$ cat src/rfd_pkg.sv
`timescale 1ns / 1ps
`default_nettype none
// ---------------------------------------------------------------------------
// Record frame decoder package
// Shared types, constants and the CRC-16/CCITT-FALSE byte update.
// ---------------------------------------------------------------------------
package rfd_pkg;

  localparam int CntW = 5;
  localparam logic [CntW-1:0] RecordBytes = 5'd20;
  localparam logic [CntW-1:0] CheckOffset = 5'd18;
  localparam int HdrDepth = 18;

  localparam logic [15:0] CrcPoly  = 16'h1021;
  localparam logic [15:0] CrcStart = 16'hFFFF;

  localparam logic [1:0] ST_OK      = 2'd0;
  localparam logic [1:0] ST_SHORT   = 2'd1;
  localparam logic [1:0] ST_VERSION = 2'd2;
  localparam logic [1:0] ST_BAD_CRC = 2'd3;

  typedef struct packed {
    logic [7:0] data_byte;
    logic       last_byte;
  } byte_req_t;

  typedef struct packed {
    logic [1:0]  status;
    logic [7:0]  record_version;
    logic [7:0]  reading_type;
    logic [7:0]  quality;
    logic [7:0]  flags;
    logic [31:0] sequence_res;
    logic [31:0] timestamp;
    logic [31:0] value_bits;
    logic [15:0] boot_number;
  } result_t;

  function automatic logic [15:0] crc_byte(input logic [15:0] crc, input logic [7:0] b);
    logic [15:0] c;
    c = crc ^ {b, 8'h00};
    for (int i = 0; i < 8; i++) begin
      c = c[15] ? ({c[14:0], 1'b0} ^ CrcPoly) : {c[14:0], 1'b0};
    end
    return c;
  endfunction

endpackage
`default_nettype wire

$ cat src/record_frame_decoder_top.sv
`timescale 1ns / 1ps
`default_nettype none
// ---------------------------------------------------------------------------
// Record frame decoder top level
// Checks 20-byte records with CRC-16/CCITT-FALSE and unpacks their fields.
//
//   Channel  Handshake            Payload
//   in       in_valid/in_ready    in_data_byte, in_last_byte
//   out      out_valid/out_ready  out_status and the unpacked record fields
//   cfg      cfg_wr_en            cfg_wr_data (expected version)
//
// One request is taken per cycle while no final byte stalls; an accepted
// final byte's result passes the input register, then the result register.
// Reset is synchronous: it clears the byte count, sets the CRC to its start
// value and the expected version to one. A waiting result stalls only a
// final byte; other bytes keep flowing while the output register is full.
// ---------------------------------------------------------------------------
module record_frame_decoder_top (
  input  wire logic        clk,
  input  wire logic        rst_n,
  input  wire logic        in_valid,
  output logic             in_ready,
  input  wire logic [7:0]  in_data_byte,
  input  wire logic        in_last_byte,
  output logic             out_valid,
  input  wire logic        out_ready,
  output logic [1:0]       out_status,
  output logic [7:0]       out_record_version,
  output logic [7:0]       out_reading_type,
  output logic [7:0]       out_quality,
  output logic [7:0]       out_flags,
  output logic [31:0]      out_sequence_res,
  output logic [31:0]      out_timestamp,
  output logic [31:0]      out_value_bits,
  output logic [15:0]      out_boot_number,
  input  wire logic        cfg_wr_en,
  input  wire logic [7:0]  cfg_wr_data
);
  import rfd_pkg::*;

  logic [7:0] expected_version_r;
  byte_req_t  in_req;
  byte_req_t  s1_req;
  logic       s1_valid;
  logic       s1_adv;
  logic       res_valid;
  result_t    res;
  result_t    out_res;

  always_ff @(posedge clk) begin
    if (!rst_n) begin
      expected_version_r <= 8'd1;
    end else if (cfg_wr_en) begin
      expected_version_r <= cfg_wr_data;
    end
  end

  assign in_req.data_byte = in_data_byte;
  assign in_req.last_byte = in_last_byte;

  assign s1_adv = s1_valid && (!s1_req.last_byte || !out_valid || out_ready);

  rfd_in_reg u_in_reg (
    .clk      (clk),
    .rst_n    (rst_n),
    .in_valid (in_valid),
    .in_ready (in_ready),
    .in_req   (in_req),
    .adv      (s1_adv),
    .s1_valid (s1_valid),
    .s1_req   (s1_req)
  );

  rfd_frame_core u_core (
    .clk              (clk),
    .rst_n            (rst_n),
    .fire             (s1_adv),
    .req              (s1_req),
    .expected_version (expected_version_r),
    .res_valid        (res_valid),
    .res              (res)
  );

  rfd_out_reg u_out_reg (
    .clk       (clk),
    .rst_n     (rst_n),
    .load      (res_valid),
    .res       (res),
    .out_ready (out_ready),
    .out_valid (out_valid),
    .out_res   (out_res)
  );

  assign out_status         = out_res.status;
  assign out_record_version = out_res.record_version;
  assign out_reading_type   = out_res.reading_type;
  assign out_quality        = out_res.quality;
  assign out_flags          = out_res.flags;
  assign out_sequence_res   = out_res.sequence_res;
  assign out_timestamp      = out_res.timestamp;
  assign out_value_bits     = out_res.value_bits;
  assign out_boot_number    = out_res.boot_number;

  a_ready_when_out_empty: assert property (@(posedge clk) disable iff (!rst_n)
    !out_valid |-> in_ready)
    else $error("input stalled with an empty output register");

  a_stall_cause: assert property (@(posedge clk) disable iff (!rst_n)
    (s1_valid && !in_ready) |-> (out_valid && !out_ready && s1_req.last_byte))
    else $error("input stalled without a blocked final byte");

  a_error_fields_zero: assert property (@(posedge clk) disable iff (!rst_n)
    (out_valid && out_status != ST_OK) |->
      (out_record_version == 8'd0 && out_sequence_res == 32'd0 &&
       out_timestamp == 32'd0 && out_value_bits == 32'd0 && out_boot_number == 16'd0))
    else $error("error result carries nonzero fields");

endmodule
`default_nettype wire

$ cat src/rfd_in_reg.sv
`timescale 1ns / 1ps
`default_nettype none
// ---------------------------------------------------------------------------
// Record frame decoder input register
// Captures one request and holds it until the frame logic consumes it.
// ---------------------------------------------------------------------------
module rfd_in_reg (
  input  wire logic              clk,
  input  wire logic              rst_n,
  input  wire logic              in_valid,
  output logic                   in_ready,
  input  wire rfd_pkg::byte_req_t in_req,
  input  wire logic              adv,
  output logic                   s1_valid,
  output rfd_pkg::byte_req_t     s1_req
);
  import rfd_pkg::*;

  logic      valid_r;
  logic      valid_nxt;
  byte_req_t req_r;
  logic      take;

  assign in_ready = !valid_r || adv;
  assign take     = in_valid && in_ready;

  always_comb begin
    if (take) begin
      valid_nxt = 1'b1;
    end else if (adv) begin
      valid_nxt = 1'b0;
    end else begin
      valid_nxt = valid_r;
    end
  end

  always_ff @(posedge clk) begin
    if (!rst_n) begin
      valid_r <= 1'b0;
    end else begin
      valid_r <= valid_nxt;
    end
  end

  always_ff @(posedge clk) begin
    if (take) begin
      req_r <= in_req;
    end
  end

  assign s1_valid = valid_r;
  assign s1_req   = req_r;

endmodule
`default_nettype wire

$ cat src/rfd_frame_core.sv
`timescale 1ns / 1ps
`default_nettype none
// ---------------------------------------------------------------------------
// Record frame decoder core
// Tracks the byte count, running CRC, stored header and check, and forms
// the result on the final byte of a buffer.
// ---------------------------------------------------------------------------
module rfd_frame_core (
  input  wire logic               clk,
  input  wire logic               rst_n,
  input  wire logic               fire,
  input  wire rfd_pkg::byte_req_t req,
  input  wire logic [7:0]         expected_version,
  output logic                    res_valid,
  output rfd_pkg::result_t        res
);
  import rfd_pkg::*;

  logic [CntW-1:0] count_r;
  logic [CntW-1:0] count_nxt;
  logic [15:0]     crc_r;
  logic [15:0]     crc_nxt;
  logic [7:0]      hdr_r [0:HdrDepth-1];
  logic [15:0]     check_r;
  logic [15:0]     check_now;
  logic [1:0]      status;

  assign check_now = (count_r == CheckOffset + 5'd1) ? {req.data_byte, check_r[7:0]} : check_r;

  always_comb begin
    count_nxt = count_r;
    crc_nxt   = crc_r;
    if (fire) begin
      if (count_r < CheckOffset) begin
        crc_nxt = crc_byte(crc_r, req.data_byte);
      end
      if (count_r < RecordBytes) begin
        count_nxt = count_r + 5'd1;
      end
      if (req.last_byte) begin
        count_nxt = '0;
        crc_nxt   = CrcStart;
      end
    end
  end

  always_ff @(posedge clk) begin
    if (!rst_n) begin
      count_r <= '0;
      crc_r   <= CrcStart;
    end else begin
      count_r <= count_nxt;
      crc_r   <= crc_nxt;
    end
  end

  always_ff @(posedge clk) begin
    if (fire && count_r < CheckOffset) begin
      hdr_r[count_r] <= req.data_byte;
    end
    if (fire && count_r == CheckOffset) begin
      check_r[7:0] <= req.data_byte;
    end
    if (fire && count_r == CheckOffset + 5'd1) begin
      check_r[15:8] <= req.data_byte;
    end
  end

  always_comb begin
    if (count_r < CheckOffset + 5'd1) begin
      status = ST_SHORT;
    end else if (hdr_r[0] != expected_version) begin
      status = ST_VERSION;
    end else if (crc_r != check_now) begin
      status = ST_BAD_CRC;
    end else begin
      status = ST_OK;
    end
  end

  always_comb begin
    res        = '0;
    res.status = status;
    if (status == ST_OK) begin
      res.record_version = hdr_r[0];
      res.reading_type   = hdr_r[1];
      res.quality        = hdr_r[2];
      res.flags          = hdr_r[3];
      res.sequence_res   = {hdr_r[7], hdr_r[6], hdr_r[5], hdr_r[4]};
      res.timestamp      = {hdr_r[11], hdr_r[10], hdr_r[9], hdr_r[8]};
      res.value_bits     = {hdr_r[15], hdr_r[14], hdr_r[13], hdr_r[12]};
      res.boot_number    = {hdr_r[17], hdr_r[16]};
    end
  end

  assign res_valid = fire && req.last_byte;

endmodule
`default_nettype wire

$ cat src/rfd_out_reg.sv
`timescale 1ns / 1ps
`default_nettype none
// ---------------------------------------------------------------------------
// Record frame decoder output register
// Holds one result until the downstream side takes it.
// ---------------------------------------------------------------------------
module rfd_out_reg (
  input  wire logic             clk,
  input  wire logic             rst_n,
  input  wire logic             load,
  input  wire rfd_pkg::result_t res,
  input  wire logic             out_ready,
  output logic                  out_valid,
  output rfd_pkg::result_t      out_res
);
  import rfd_pkg::*;

  logic    valid_r;
  logic    valid_nxt;
  result_t res_r;

  always_comb begin
    if (load) begin
      valid_nxt = 1'b1;
    end else if (out_ready) begin
      valid_nxt = 1'b0;
    end else begin
      valid_nxt = valid_r;
    end
  end

  always_ff @(posedge clk) begin
    if (!rst_n) begin
      valid_r <= 1'b0;
    end else begin
      valid_r <= valid_nxt;
    end
  end

  always_ff @(posedge clk) begin
    if (load) begin
      res_r <= res;
    end
  end

  assign out_valid = valid_r;
  assign out_res   = res_r;

endmodule
`default_nettype wire
$ cat config.mk
export PLATFORM = sky130hd
export DESIGN_NAME = record_frame_decoder_top
export DESIGN_NICKNAME = d
export VERILOG_FILES = /design/src/rfd_pkg.sv /design/src/record_frame_decoder_top.sv /design/src/rfd_in_reg.sv /design/src/rfd_frame_core.sv /design/src/rfd_out_reg.sv
export SDC_FILE = /design/constraint.sdc
export NUM_CORES = 1
export LEC_CHECK = 0
export ABC_AREA = 1
export BUFFER_PORTS_ARGS = -buffer_cell sky130_fd_sc_hd__buf_2
export CAP_MARGIN = 0
export CORE_MARGIN = 2
export CORE_UTILIZATION = 50
export CTS_CLUSTER_SIZE = 14
export DETAILED_ROUTE_END_ITERATION = 16
export PLACE_DENSITY_LB_ADDON = 0.08
export SETUP_SLACK_MARGIN = 0.02
export SLEW_MARGIN = 20
export SYNTH_ARGS = -nofsm -noshare
export SYNTH_HDL_FRONTEND = slang
export SYNTH_HIERARCHICAL = 1
export SYNTH_SLANG_ARGS = --single-unit
$ cat constraint.sdc
create_clock -name clk -period 5.1 [get_ports clk]
set_clock_uncertainty 0.15 [all_clocks]
set_input_delay 0.765 -clock clk [delete_from_list [all_inputs] [get_ports clk]]
set_output_delay 0.765 -clock clk [all_outputs]
set_load 0.005 [all_outputs]
==> results.json, run 1 <==
{
  "ctsResizeCount": 0,
  "totalWireLength_mm": 24.6,
  "drt-initial-drc-count": 596,
  "antenna_found_initial": 0,
  "clkTransAtPathRegs_ns": 0.06,
  "clock-sinks": 346,
  "yosysSeqAreaShare_pct": 77.9,
  "finalHoldViolCount": 0,
  "setup_tns_ns": 0,
  "worst_pin_slew_ns": 0.959,
  "clockBufferDepth": 3,
  "numPortBuffers": 169,
  "drive_above_1_share_pct": 25.9,
  "drv_slew": 0,
  "hp-start": "in_data_byte[2]",
  "required_ns": 5.10,
  "routabilityCongestion": 0.849,
  "ant_nets": 0,
  "ff2ff_path_depth": 7,
  "status": "complete, no violations",
  "min_path_cells": 1,
  "route.detailed.drc": 0,
  "layout.cells.non_filler": 1517,
  "avgRoutedWirePerCell_um": 16.2,
  "reg2reg_from": "u_in_reg/s1_req[0]$_DFFE_PP_",
  "synthDistinctLibCells": 28,
  "ir_drop_mv": 0.248,
  "track_usage_pct": 18.3,
  "dieWidth_um": 165,
  "rsz0062_at_grt": "false",
  "vias": 7079,
  "cts_tree": "done",
  "dpl.cell_count": 1451,
  "p_total_w": 0.00608,
  "cts-root-buf": "clkbuf_16",
  "cts_made_buffers": 36,
  "die_h_um": 165,
  "cts_htree_levels": 2,
  "grt.overflow.total": 0,
  "holdPathEnd": "u_in_reg/s1_req[3]$_DFFE_PP_",
  "post-cts-setup-buffers": 0,
  "io_pins": 170,
  "p_per_area_mw_per_mm2": 396,
  "synth_top_area_share_pct": 73.1,
  "first_pass_iters": 5,
  "syn-num-nets": 987,
  "reg2reg_slack_ns": 2.04,
  "synth_top_cell_by_area": "edfxtp_1",
  "grt_max_degree": 113,
  "vias_per_cell": 4.67,
  "power.leakage_nw": 6.37,
  "yosys_warnings": 6,
  "grt_pass1_wl_mm": 37.1,
  "fin_nets": 1185,
  "synth_area_mm2": 0.0129,
  "core-area_mm2": 0.0253,
  "syn_to_final_growth_pct": 18.7,
  "path_class": "register to register",
  "synthFlopType": "edfxtp_1",
  "num_rows": 58,
  "worstSetupStartpoint": "u_in_reg/s1_req[0]$_DFFE_PP_",
  "ys_ff_latch": 346,
  "fmax_mhz": 326,
  "async_flop_share_pct": 0,
  "holdBufCountCts": 0,
  "finalSetupViolations": 0,
  "synth_edf_count": 315,
  "synth.avg_cell_area_um2": 13.5,
  "hpwl_mm": 15.3,
  "hold_path.class": "input port to register",
  "dieArea_mm2": 0.0272,
  "num_antenna_cells": 0,
  "maxCapViolations": 0,
  "worstSetupStartpointType": "register",
  "crit_arrival_ns": 3.07,
  "r2r_end": "u_core/hdr_r[13][1]$_DFFE_PP_",
  "critPathCaptureType": "register",
  "start_util_pct": 51.1,
  "clkLatencyLatePin_ns": 0.52,
  "slew_headroom_pct": 35.5,
  "fin_crit_ns": 3.06,
  "cp_max_fo": 8,
  "synth_area_leaders": "edfxtp_1 73%, inv_1 5.7%, dfxtp_1 4.8%, nor2_1 3.9%, nor2_2 3.0%",
  "grt_pass1_vias": 6775,
  "syn_inst": 961,
  "fin_crit_sh_pct": 60.1
}
[area by class of cell]
type,count,area (um^2)
sequential,346,10100
multi-input combinational,396,1970
inverter,199,751
clock buffer,43,958
fill,2033,9970
timing repair buffer,180,941
clock inverter,23,246
tap,330,413
[worst max-delay path, stage by stage, from the launching register on]
cell and delay, ns:
edfxtp_1 0.49, nand2_1 0.11, nor2_1 0.04, nor2_1 0.36
o21ai_2 0.16, a21oi_1 0.47, nand2_1 0.31, nor2_1 0.62
[stage by stage]
stage,cell area (um^2),worst slack [ns],hold WS (ns),util (%)
3_5_place_dp,14200,1.79,0.335,55.9
2_1_floorplan,12900,1.15,0.297,-
5_1_grt,15400,1.73,0.260,60.6
4_1_cts,15400,2.01,0.262,60.6
6_report,15400,2.04,0.284,60.6
3_3_place_gp,14200,1.84,0.332,55.9
[synthesized netlist by cell type, types with 2 or more instances]
library cell    n
edfxtp_1      315
inv_1         197
nor2_1        136
nand2_1        99
nor2_2         62
dfxtp_1        31
xnor2_1        21
nand3_1        16
a21oi_1        14
o21ai_0        13
buf_2           9
buf_6           9
o22ai_1         7
xor2_1          7
ha_1            4
nand2_2         3
nand4_1         3
a21oi_2         2
clkbuf_1        2
inv_2           2
nor3_1          2
[routing by layer]
metal | global-route usage [%] | routed length [um]
met1 | 25.3 | 11100
met2 | 29.9 | 11800
met3 | 3.39 | 1290
met4 | 5.38 | 433
met5 | 0 | 0
[cells by family (layout without fill, tap and decap cells)]
logic type / Yosys count / in the layout / share of synthesized area [%]
AOI/OAI and AO/OA: 40 / 40 / 1.74
buffers and inverters: 219 / 445 / 6.96
xor gates and xnor gates: 29 / 29 / 2.02
and+or+nand+nor: 323 / 323 / 11.0
adders and majority gates: 4 / 4 / 0.387
DFF: 346 / 346 / 77.9
[flip-flops by register name, summed over array words and instances, names as in the netlist]
register and cells:
u_in_reg/s1_valid 1, expected_version_r 8, u_out_reg/out_valid 1, u_in_reg/s1_req 9, u_core/crc_r 16, u_core/count_r 5
u_out_reg/out_res 146, u_core/hdr_r 144, u_core/check_r 16
[cell usage in the layout, fill, tap and decap left out, drive strengths merged]
cell type  count
edfxtp       315
inv          201
nor2         198
buf          180
nand2        102
clkbuf        43
dfxtp         31
xnor2         21
nand3         16
a21oi         16
o21ai         15
clkinv        14
xor2           8
o22ai          7
bufinv         5
ha             4
nand4          4
clkinvlp       2
nor3           2
nor4           1
o211ai         1
a21boi         1
[power by group]
group	internal, W	total (W)	switching [W]
Clock	0.00160	0.00263	0.00103
Sequential	0.00316	0.00320	0.0000424
Combinational	0.0000836	0.000248	0.000164
[how the worst max path moves through the flow]
stage / to / slack, ns
6_report: u_core/hdr_r[13][1]$_DFFE_PP_ / 2.04
5_1_grt: u_out_reg/out_res[25]$_DFFE_PP_ / 1.73
4_1_cts: u_out_reg/out_res[19]$_DFFE_PP_ / 2.01
3_5_place_dp: u_core/hdr_r[13][6]$_DFFE_PP_ / 1.79
3_3_place_gp: u_core/hdr_r[6][0]$_DFFE_PP_ / 1.84
2_1_floorplan: u_core/count_r[3]$_SDFFE_PN0P_ / 1.15
Note: power is estimated with default switching activity, not from simulation.
==> inputs of run 2 (changes only) <==
==> constraint.sdc (replaced) <==
create_clock -name clk -period 2.62 [get_ports clk]
set_clock_uncertainty 0.15 [all_clocks]
set_input_delay 0.393 -clock clk [delete_from_list [all_inputs] [get_ports clk]]
set_output_delay 0.393 -clock clk [all_outputs]
set_load 0.005 [all_outputs]
==> results.json, run 2 (same netlist as run 1, synthesis figures left out) <==
{
  "status": "complete, no violations",
  "path_class": "register to register",
  "totalWireLength_mm": 26.0,
  "largest_reg_flops": 146,
  "grt.busiest_layer": "met2",
  "clock-sinks": 346,
  "fmax_mhz": 431,
  "design_area_mm2": 0.0158,
  "ctsResizeCount": 0,
  "pre_cts_ws_ns": 0.325,
  "fin_nets": 1229,
  "core-area_mm2": 0.0253,
  "vias": 7323,
  "holdBufCountCts": 11,
  "maxCapViolations": 0,
  "cp_max_fo": 8,
  "use_met2_pct": 32.0,
  "clkLatencyLatePin_ns": 0.50,
  "drive_above_1_share_pct": 27.6,
  "cts_tree": "done",
  "p_per_area_mw_per_mm2": 750,
  "fin_crit_ns": 2.32,
  "clockBufferDepth": 3,
  "vias_per_cell": 4.70,
  "layout_commonest_cell": "edfxtp_1",
  "finalHoldViolCount": 0,
  "num_antenna_cells": 0,
  "required_ns": 2.64,
  "finalSetupViolations": 0,
  "first_pass_iters": 5,
  "reg2reg_from": "u_in_reg/s1_req[0]$_DFFE_PP_",
  "min_path_cells": 5,
  "setup_slack_ns": 0.299,
  "slew_headroom_pct": 67.5,
  "setup_tns_ns": 0,
  "grt_pass1_vias": 7026,
  "placed_area_mm2": 0.0145,
  "crit_arrival_ns": 2.34,
  "worstSetupStartpointType": "register",
  "numPortBuffers": 169,
  "drt-initial-drc-count": 703,
  "r2r_end": "u_core/hdr_r[0][1]$_DFFE_PP_",
  "avgRoutedWirePerCell_um": 16.7,
  "holdPathEnd": "expected_version_r[2]$_SDFFE_PN0P_",
  "clkTransAtPathRegs_ns": 0.06,
  "grt_pass1_wl_mm": 39.3,
  "hp-start": "cfg_wr_data[2]",
  "grt.overflow.total": 0,
  "grt_max_degree": 47,
  "drv_slew": 0,
  "cts_htree_levels": 2,
  "hpwl_mm": 16.3,
  "dieArea_mm2": 0.0272,
  "rsz0062_at_grt": "false",
  "io_pins": 170,
  "antenna_found_initial": 0,
  "post-cts-setup-buffers": 0,
  "most-common-layout-cells": "315 x edfxtp_1, 196 x inv_1, 169 x buf_2",
  "grt_use_met1_pct": 26.8,
  "start_util_pct": 51.1,
  "worst_pin_slew_ns": 0.485,
  "cts_made_buffers": 36,
  "critPathCaptureType": "register",
  "route.detailed.drc": 0,
  "hold_path.class": "input port to register",
  "power.leakage_nw": 6.61,
  "die_h_um": 165,
  "grt_use_met3_pct": 3.52,
  "reg2reg_slack_ns": 0.30,
  "ff2ff_path_depth": 8,
  "num_rows": 58,
  "routabilityCongestion": 0.907,
  "ir_drop_mv": 0.484,
  "track_usage_pct": 19.5,
  "dieWidth_um": 165,
  "cts-root-buf": "clkbuf_16",
  "fin_crit_sh_pct": 88.6,
  "ant_nets": 0,
  "syn_to_final_growth_pct": 21.8
}
-- run 2: per-stage QoR --
step / utilization [%] / power [W] / cells / hold slack, ns
3_3_place_gp: 57.1 / 0.00687 / 1484 / 0.320
6_report: 62.2 / 0.0118 / 1558 / 0.0239
4_1_cts: 62.2 / 0.0119 / 1558 / 0.00955
2_1_floorplan: - / 0.00662 / 961 / 0.297
3_5_place_dp: 57.1 / 0.00688 / 1484 / 0.326
5_1_grt: 62.2 / 0.0122 / 1558 / 0.0123
-- run 2: worst max-delay path by stage --
stage                                        start  slack [ns]                          endpoint  depth (start not counted)
global route        u_core/count_r[0]$_SDFFE_PN0P_        0.13  u_out_reg/out_res[143]$_DFFE_PP_                          9
finish                u_in_reg/s1_req[0]$_DFFE_PP_        0.30      u_core/hdr_r[0][1]$_DFFE_PP_                          8
floorplan             u_in_reg/s1_req[0]$_DFFE_PP_       -0.94    u_core/count_r[3]$_SDFFE_PN0P_                          8
detailed placement    u_in_reg/s1_req[0]$_DFFE_PP_        0.33      u_core/hdr_r[0][0]$_DFFE_PP_                          8
CTS                   u_in_reg/s1_req[0]$_DFFE_PP_        0.30      u_core/hdr_r[0][1]$_DFFE_PP_                          8
global placement      u_in_reg/s1_req[0]$_DFFE_PP_        0.30      u_core/hdr_r[0][0]$_DFFE_PP_                          8
-- run 2: area by class of cell --
class                           instances  area [um^2]
Sequential cell                       346        10100
Fill cell                            2003         9570
Multi-Input combinational cell        396         1970
Timing Repair Buffer                  224         1370
Clock buffer                           49         1000
Inverter                              199          751
Tap cell                              330          413
Clock inverter                         14          173
-- run 2: worst max-delay path: stages (launching register included) --
cell and delay (ns):
edfxtp_1 0.50, nand2_1 0.12, nor2_1 0.05, nor2_2 0.18, o21ai_2 0.13, a21oi_1 0.27
buf_4 0.20, nand3_1 0.09, inv_1 0.28
-- run 2: where the power goes --
part,internal [W],total [W],switching [W],leakage [nW]
Clock,0.00307,0.00504,0.00197,0.579
Sequential,0.00614,0.00622,0.0000763,3.17
Combinational,0.000198,0.000556,0.000357,2.85
-- run 2: routing by layer --
layer  vias up  wire length (um)
li1       3588                 -
met5         -                 0
met2       223             12600
met1      3467             11400
met3        45              1450
met4         0               533
